<file path="src/hdl/cacdp_pkg.sv">
// cacdp_pkg: shared constants, types and the control state type for the
// constrained array counting engine. No dependencies.
package cacdp_pkg;

  localparam int N_VALUES = 128;
  localparam int COUNT_W  = 30;
  localparam int ELEM_W   = 8;
  localparam int CFG_W    = 8;
  localparam int IDX_W    = (N_VALUES > 1) ? $clog2(N_VALUES) : 1;
  localparam int VAL_W    = $clog2(N_VALUES + 1);
  localparam int CMP_W    = (VAL_W > CFG_W) ? VAL_W : CFG_W;
  localparam int SUM_W    = COUNT_W + 2;

  localparam logic [COUNT_W-1:0] MODULUS = COUNT_W'(1000000007);

  // per-cell control word driven from the top level
  typedef struct packed {
    logic load;       // item accepted this cycle
    logic shift;      // rotate row toward cell 0
    logic allowed;    // value allowed by the item
    logic init;       // first element of an array
    logic use_left;   // neighbor below lies in range
    logic use_right;  // neighbor above lies in range
  } cell_ctl_t;

  typedef enum logic [1:0] {
    ST_RUN,
    ST_SUM,
    ST_HOLD
  } state_t;

endpackage

</file>
<file path="src/hdl/cacdp_cell.sv">
// cacdp_cell: one value's count with its modular neighbor update and the
// rotate path used while the row is summed. Depends on cacdp_pkg.
module cacdp_cell import cacdp_pkg::*; (
  input  logic               clk,
  input  logic               rst_n,
  input  cell_ctl_t          ctl,
  input  logic [COUNT_W-1:0] left_val,
  input  logic [COUNT_W-1:0] right_val,
  output logic [COUNT_W-1:0] ways
);

  logic [COUNT_W-1:0] ways_r;
  logic [COUNT_W-1:0] ways_nxt;
  logic [SUM_W-1:0]   sum;
  logic [SUM_W-1:0]   red;
  logic [SUM_W-1:0]   mod1;
  logic [SUM_W-1:0]   mod2;

  assign mod1 = SUM_W'(MODULUS);
  assign mod2 = SUM_W'(MODULUS) << 1;

  always_comb begin
    sum = SUM_W'(ways_r)
        + (ctl.use_left  ? SUM_W'(left_val)  : '0)
        + (ctl.use_right ? SUM_W'(right_val) : '0);
    // sum stays below three times the modulus
    if (sum >= mod2) begin
      red = sum - mod2;
    end else if (sum >= mod1) begin
      red = sum - mod1;
    end else begin
      red = sum;
    end
  end

  always_comb begin
    if (ctl.shift) begin
      ways_nxt = right_val;
    end else if (ctl.load) begin
      if (!ctl.allowed) begin
        ways_nxt = '0;
      end else if (ctl.init) begin
        ways_nxt = COUNT_W'(1);
      end else begin
        ways_nxt = red[COUNT_W-1:0];
      end
    end else begin
      ways_nxt = ways_r;
    end
  end

  always_ff @(posedge clk) begin
    if (!rst_n) begin
      ways_r <= '0;
    end else begin
      ways_r <= ways_nxt;
    end
  end

  assign ways = ways_r;

endmodule

</file>
<file path="config.mk">
export PLATFORM = sky130hd
export DESIGN_NAME = cacdp_cell
export DESIGN_NICKNAME = d
export VERILOG_FILES = /design/src/hdl/cacdp_pkg.sv /design/src/hdl/cacdp_cell.sv
export SDC_FILE = /design/constraint.sdc
export NUM_CORES = 1
export LEC_CHECK = 0
export BUFFER_PORTS_ARGS = -buffer_cell sky130_fd_sc_hd__buf_2
export CAP_MARGIN = 20
export CORE_MARGIN = 5
export CORE_UTILIZATION = 50
export CTS_CLUSTER_SIZE = 40
export DETAILED_ROUTE_END_ITERATION = 16
export PLACE_DENSITY_LB_ADDON = 0.12
export SLEW_MARGIN = 5
export SYNTH_ARGS = -nofsm -noshare
export SYNTH_HDL_FRONTEND = slang
export SYNTH_SLANG_ARGS = --single-unit
</file>
<file path="constraint.sdc">
create_clock -name clk -period 5.75 [get_ports clk]
set_input_delay 0.2875 -clock clk [delete_from_list [all_inputs] [get_ports clk]]
set_output_delay 0.2875 -clock clk [all_outputs]
set_load 0.005 [all_outputs]
</file>
# --- Word-level counts from Yosys, hierarchy flattened ---
# Cells that the tools add are included.
word_totals:
  reg_bits: 30
  inputBits: 68
  output_inout_bits: 30
classes:
  add_sub_neg: 4
  n_lt_le_gt_ge: 2
  muxes: 8
  n_reduce_logical: 1
ops:
  columns: ["operator", "n"]
  rows:
  - ["2-to-1 mux 30 bit", 8]
  - ["subtractor 30 bit, second input constant", 2]
  - ["adder 31 x 30 -> 32 bit", 1]
  - ["greater-or-equal comparator 32 x 30 -> 1 bit, second input constant", 1]
  - ["greater-or-equal comparator 32 x 31 -> 1 bit, second input constant", 1]
  - ["adder 30 x 30 -> 31 bit", 1]
  - ["nonzero test 2 bit", 1]

# --- Longest topological paths before layout ---
# Gate-level depths: netlist of the first run.
depth:
  depth_word: 10
  ltp_mapped: 20
  ltp_nobuf: 17

# --- Least setup slack after synthesis of the first run ---
# Ideal clock, no wire load.
synth_timing:
  path_type: "input to register"
  from: "input ctl[1] in the netlist's numbering"
  to: "register ways_r[13], in the netlist ways[13]"
  setup_time_ps: 127
  arrival_time_ps: 4437
  required_time_ps: 5623
  path_slack_ps: 1186
  path_stages: 19
  path_buffers: 2
  path_cell_list: "clkbuf_1 -> and2_1 -> fa_1 -> ha_1 -> inv_1 -> fa_1 -> nor2b_4 -> o2111ai_1 -> a31oi_4 -> a2111oi_1 -> or3_1 -> and2_4 -> a2111oi_4 -> a21oi_4 -> or2_1 -> buf_6 -> a2bb2oi_2 -> nand4_1 -> or3b_1"
synth_via:
  elab_chain_cells: 10
  elab_cells_between_ends: 13
synth_rtl:
  columns: ["element", "line_no", "rtl"]
  rows:
  - ["from (decl)", "cacdp_cell.sv:6", "input cell_ctl_t ctl,"]
  - ["2-to-1 mux 30 bit (*)", "cacdp_cell.sv:24", "+ (ctl.use_left ? SUM_W'(left_val) : '0)"]
  - ["adder 30 x 30 -> 31 bit (*)", "cacdp_cell.sv:24", null]
  - ["adder 31 x 30 -> 32 bit (*)", "cacdp_cell.sv:25", "+ (ctl.use_right ? SUM_W'(right_val) : '0);"]
  - ["subtractor 30 bit / greater-or-equal comparator 32 x 30 -> 1 bit (equally long branches)", "cacdp_cell.sv:30, cacdp_cell.sv:29", null]
  - ["2-to-1 mux 30 bit", "cacdp_cell.sv:29", "end else if (sum >= mod1) begin"]
  - ["2-to-1 mux 30 bit (*)", "cacdp_cell.sv:27", "if (sum >= mod2) begin"]
  - ["2-to-1 mux 30 bit (*)", "cacdp_cell.sv:42", "end else if (ctl.init) begin"]
  - ["2-to-1 mux 30 bit (*)", "cacdp_cell.sv:40", "if (!ctl.allowed) begin"]
  - ["2-to-1 mux 30 bit (*)", "cacdp_cell.sv:39", "end else if (ctl.load) begin"]
  - ["2-to-1 mux 30 bit (*)", "cacdp_cell.sv:37", "if (ctl.shift) begin"]
  - ["to (signal assigned)", "cacdp_cell.sv:56", "ways_r <= ways_nxt;"]
  - ["to (decl)", "cacdp_cell.sv:12", "logic [COUNT_W-1:0] ways_r;"]
# Every way passes the cells marked *; elsewhere a longest branch is shown, timed or not. The select of a mux whose other input is x is not followed.
# A chain may end at the register's enable or synchronous reset.

# --- Final worst setup path of the first run ---
layout_timing:
  from: "input ctl[1] in the netlist's numbering"
  to: "register ways_r[9], in the netlist ways[9]"
# The elaborated chain is that of the path after synthesis.

==> results of run 1 <==
-- Yosys cell counts, drive strengths merged, types with 4 or more instances --
| cell type | instances | area, um2 |
|---|---|---|
| o21bai | 4 | 30.0 |
| o211ai | 11 | 96.3 |
| o221ai | 4 | 35.0 |
| a22oi | 9 | 81.3 |
| nor3 | 24 | 130 |
| xnor2 | 25 | 249 |
| nand2b | 10 | 70.1 |
| fa | 31 | 621 |
| a211oi | 12 | 128 |
| clkbuf | 25 | 98.8 |
| mux2 | 4 | 45.0 |
| and3 | 8 | 50.1 |
| and2 | 70 | 442 |
| nor3b | 28 | 215 |
| nand3 | 14 | 75.1 |
| o22ai | 25 | 170 |
| dfxtp | 30 | 601 |
| a311oi | 5 | 85.1 |
| a21o | 15 | 113 |
| or3 | 4 | 25.0 |
| o2111ai | 4 | 35.0 |
| o21ai | 34 | 178 |
| xor2 | 12 | 105 |
| nand2 | 67 | 254 |
| or4 | 4 | 33.8 |
| buf | 12 | 77.6 |
| a21oi | 82 | 459 |
| ha | 32 | 400 |
| a221oi | 4 | 65.1 |
| or2 | 7 | 43.8 |
| nor2 | 43 | 171 |
| a31oi | 6 | 58.8 |
| o21a | 9 | 68.8 |
| o31ai | 4 | 30.0 |
| inv | 11 | 41.3 |
| nand4 | 8 | 56.3 |
-- layout make-up --
type | instances | area (um2) | area share [%]
Clock buffer | 6 | 139 | 2.05
Clock inverter | 1 | 30.0 | 0.443
Inverter | 12 | 45.0 | 0.665
Multi-Input combinational cell | 670 | 5130 | 75.7
Sequential cell | 30 | 601 | 8.86
Tap cell | 143 | 179 | 2.64
Timing Repair Buffer | 117 | 656 | 9.67
-- worst paths after layout --
path,to,start,cells past startpoint
min,ways[0],right_val[0],3
min reg2reg,ways[8],ways[8],4
max,ways[9],ctl[1],19
max reg2reg,ways[9],ways[1],17
-- cell families after synthesis --
kind of cell / count (synthesis)
flops: 30
compound gates: 263
fa+ha+maj: 63
mux: 6
xor+xnor: 37
simple gates: 301
buf+inv: 49
-- power by group through the flow --
stage | clock network [mW] | logic (mW) | registers [mW]
global route | 0.348 | 1.27 | 0.242
CTS | 0.342 | 1.15 | 0.239
global placement | 0 | 1.13 | 0.243
floorplan | 0 | 0.843 | 0.243
detailed placement | 0 | 1.14 | 0.244
finish | 0.337 | 1.16 | 0.239
-- metal layers --
layer | vias up | share of wire [%]
li1 | 2969 | -
met1 | 2989 | 46
met2 | 248 | 45
met3 | 32 | 6.7
met4 | 0 | 2.8
met5 | - | 0
-- placed cells by master (no fill, tap or decap), types with 11 or more instances in the layout --
cell and count:
and2_1 68, o22ai_1 24, dfxtp_1 30, xnor2_1 21, nand2_1 66, buf_2 97
fa_1 31, o21ai_0 22, buf_4 19, xor2_1 12, nor3_1 22, a21oi_1 73
nor2_1 39, inv_1 11, nor3b_1 27, a21o_1 15, nand3_1 13, ha_1 32
-- critical path, cell delays in order --
cell	delay, ns
buf_2	0.27
and2_1	0.24
fa_1	0.51
ha_1	0.20
inv_1	0.07
fa_1	0.44
nor2b_4	0.18
o2111ai_1	0.21
a31oi_4	0.43
a2111oi_1	0.15
or3_1	0.35
a21oi_1	0.35
nand3_1	0.18
o21a_2	0.28
nor2_2	0.41
buf_4	0.21
a32oi_1	0.10
xnor2_1	0.31
o22ai_1	0.14
==> results.cfg, run 1 <==
[finish]
drive_gt1_share_pct = 22.7
fin_cells = 979
area_delta_synth_final_pct = 13.9
fillCellCount = 1105
final_util_pct = 58.6
nets = 967
fin_area_mm2 = 0.00678
largest_register_ffs = 30
antenna_cells = 0

[synthesis]
syn_area_mm2 = 0.00595
yosysWarningCount = 0
synth_enable_flop_cells = 0
synthArstFlopShare_pct = 0
syn_avg_cell_area_um2 = 7.94
synth_xor_area_share_pct = 5.95
ys_seq_area_share_pct = 10.1
synthSimpleGateAreaFrac_pct = 28.4
synth_top_family_by_area = compound AO/OA/AOI/OAI gates
ys_ff_latch = 30
yosysUniqueCellTypes = 107
synth_ff_type = dfxtp_1
synth-compound-area-share_pct = 33.6
synthMuxAreaShare_pct = 1.09
synth_fa_ha_area_share_pct = 17.2
synthCells = 749
synth_nets = 880

[route]
first_iter_violations = 499
drc_errors = 0
wl_per_cell_um = 20.9
via_count = 6238
firstDrtPassIters = 6
final_antenna_net_count = 0
wl_um = 20500
routed_via_density = 6.37

[timing]
rsz0062_at_grt = false
period_minus_slack_ns = 5.20
max_freq_mhz = 192
post-route-period-util_pct = 90.5
worst_pin_slew_ns = 0.966
whs_ns = 0.285
finClkSkew_ns = 0.0131
max_slew_margin_pct = 35.4
fin_ws_ns = 0.546
fin_tns_setup_ns = 0
setup_viol_count_final = 0
final_max_slew_viol_count = 0
hold_viol_final = 0

[global_routing]
gr-usage-met3_pct = 4.22
grt_overflow = 0
first_global_vias = 6107
grt_busiest_layer = met2
met1_usage_pct = 40.5
grt_pass1_wl_um = 33000
use_met2_pct = 45.1
grt_start_max_net_pins = 62
antenna_found_initial = 0
grt_usage_pct = 28.7

[worst_setup_path]
required_ns = 5.89
path_max_fanout = 30
startpoint_type = input pin
crit_arrival_ns = 5.35
crit_path_end_kind = register
worstSetupPathType = input pin to register
ff2ff_setup_slack_ns = 0.68

[clock_network]
h-tree-depth = 2
cts.sinks = 30
clkSlewWorstSetupHoldPaths_ns = 0.07
cts_setup_buffers = 0
clkLatencyLatePin_ns = 0.30
cts_tree = built
holdBufCountCts = 0
clock_path_buffers = 2
post_cts_resized = 0
cts-root-buf = clkbuf_16
cts_buffers = 5

[placed_design]
gp_congestion = 0.990
dp_slack_ns = 0.286
postPlaceCellArea_mm2 = 0.00658
hpwl_um = 16100
port_buffers = 97
place_inst = 971

[power]
combPwrFrac_pct = 66.9
totalPowerFinal_mw = 1.74
worst_ir_drop_vdd_v = 0.000129
p_seq_share_pct = 13.7
p_per_area_mw_per_mm2 = 257
p_leak_nw = 2.79
switching_power_uw = 859
swShare_pct = 49.4
clockPowerShare_pct = 19.4
p_int_uw = 881

[die]
ios = 98
die_h_um = 119
fp-row-count = 39
core_mm2 = 0.0116
start_util_pct = 51.5
chipWidth_um = 119
die_area_mm2 = 0.0142

[run]
maxCapViolations = 0

[run_status]
status = complete, no violations

[hold_path]
min_path_type = input pin to register
Note: power is estimated with default switching activity, not from simulation.
==> inputs of run 2 (changes only) <==
--- a/config.mk
+++ b/config.mk
@@ -5,12 +5,13 @@
 export SDC_FILE = /design/constraint.sdc
 export NUM_CORES = 1
 export LEC_CHECK = 0
-export BUFFER_PORTS_ARGS = -buffer_cell sky130_fd_sc_hd__buf_2
+export ABC_AREA = 0
 export CAP_MARGIN = 20
-export CORE_MARGIN = 5
+export CORE_MARGIN = 3
 export CORE_UTILIZATION = 50
 export CTS_CLUSTER_SIZE = 40
 export DETAILED_ROUTE_END_ITERATION = 16
+export DONT_BUFFER_PORTS = 1
 export PLACE_DENSITY_LB_ADDON = 0.12
 export SLEW_MARGIN = 5
 export SYNTH_ARGS = -nofsm -noshare
==> run 2 against run 1 <==
Against the previous run:
- sequential power is 2% higher
- largest cell class unchanged
- hold slack got worse by 0.18 ns
- clock skew decreased by 0.0048 ns
- count of clock-buffer cells in the layout is 1 lower
==> results.cfg, run 2 (synthesis gave the netlist of run 1 again) <==
[run_status]
status = complete, no violations

[global_routing]
grt_overflow = 0
grt_usage_pct = 30.3
antenna_found_initial = 1
grt_pass1_wl_um = 31200
first_global_vias = 5654
grt_start_max_net_pins = 62

[placed_design]
gp_congestion = 0.918
hpwl_um = 15600
port_buffers = 0

[run]
maxCapViolations = 0

[clock_network]
holdBufCountCts = 0
clkSlewWorstSetupHoldPaths_ns = 0.06
cts_tree = built
clkLatencyLatePin_ns = 0.30
cts.sinks = 30
h-tree-depth = 2
cts-root-buf = clkbuf_16
clock_path_buffers = 2
cts_buffers = 5
cts_setup_buffers = 0
post_cts_resized = 0

[timing]
rsz0062_at_grt = false
worst_pin_slew_ns = 1.05
setup_viol_count_final = 0
fin_tns_setup_ns = 0
hold_viol_final = 0
finClkSkew_ns = 0.00836
final_max_slew_viol_count = 0
period_minus_slack_ns = 5.20
whs_ns = 0.105
post-route-period-util_pct = 90.4
max_slew_margin_pct = 29.9
max_freq_mhz = 192

[power]
swShare_pct = 50.0
switching_power_uw = 827
p_per_area_mw_per_mm2 = 268
clockPowerShare_pct = 19.7
p_seq_share_pct = 14.8
totalPowerFinal_mw = 1.65
combPwrFrac_pct = 65.5
worst_ir_drop_vdd_v = 0.000108
p_leak_nw = 2.30
p_int_uw = 827

[finish]
antenna_cells = 0
fillCellCount = 1125
final_util_pct = 53.5
final_common_cell = a21oi_1
largest_register_ffs = 30
drive_gt1_share_pct = 11.0
area_delta_synth_final_pct = 3.57
nets = 856
final_cell_mix = a21oi_1, and2_1, nand2_1

[worst_setup_path]
required_ns = 5.89
crit_path_end_kind = register
crit_arrival_ns = 5.34
worstSetupPathType = register to register
path_max_fanout = 8
startpoint_type = register
ff2ff_setup_slack_ns = 0.55

[die]
core_mm2 = 0.0115
die_area_mm2 = 0.0132
die_h_um = 115
start_util_pct = 51.7
ios = 98
fp-row-count = 39
chipWidth_um = 115

[route]
firstDrtPassIters = 5
first_iter_violations = 473
wl_per_cell_um = 22.9
wl_um = 19900
via_count = 5821
routed_via_density = 6.70
final_antenna_net_count = 0
drc_errors = 0

[hold_path]
min_path_type = input pin to register
run 2: cell types whose count changed in the layout (fill, tap and decap cells not counted):
cell / delta
buf_16: -1
buf_4: -13
clkbuf_8: -1
clkinv_2: +2
buf_2: -97
run 2: worst max-delay path: stages, from the launching register on:
cell,delay (ns)
dfxtp_1,0.35
fa_1,0.55
ha_1,0.22
inv_1,0.07
fa_1,0.46
nor2b_4,0.19
o211ai_1,0.11
a311oi_2,0.49
nor3_2,0.12
xnor2_1,0.42
nand4b_1,0.22
o311ai_2,0.44
a21oi_4,0.16
a2111oi_0,0.68
a21oi_1,0.16
xor2_1,0.28
o22ai_1,0.12
run 2: layout make-up:
class	count	area, um2	share of cell area, %
Inverter	12	45.0	0.731
Clock buffer	5	125	2.03
Multi-Input combinational cell	670	5130	83.2
Timing Repair Buffer	6	45.0	0.731
Sequential cell	30	601	9.74
Clock inverter	3	40.0	0.650
Tap cell	143	179	2.90
run 2: stage by stage:
stage	instances	setup slack, ns	area (um2)
final	869	0.551	6160
after global placement	861	0.651	6000
after detailed placement	861	0.594	6000
after global routing	869	0.260	6160
after CTS	869	0.632	6160
after floorplan	749	1.19	5950
run 2: worst paths after layout:
path	end	start	cells after the start
max	ways[18]	ways[1]	16
min	ways[2]	rst_n	2
max reg2reg	ways[18]	ways[1]	16
min reg2reg	ways[2]	ways[2]	4
run 2: per-layer routing:
metal	wire length (um)	global-route usage, %	up-vias
met5	14	0	-
met2	8390	44.0	220
met1	9620	45.4	2821
met3	1440	5.95	30
li1	-	-	2748
met4	470	8.06	2
run 2: power groups by stage:
stage | clock, mW | combinational (mW) | sequential, mW
3_5_place_dp | 0 | 1.06 | 0.249
3_3_place_gp | 0 | 1.06 | 0.249
6_report | 0.326 | 1.08 | 0.244
4_1_cts | 0.331 | 1.07 | 0.245
5_1_grt | 0.340 | 1.19 | 0.247
2_1_floorplan | 0 | 0.843 | 0.243
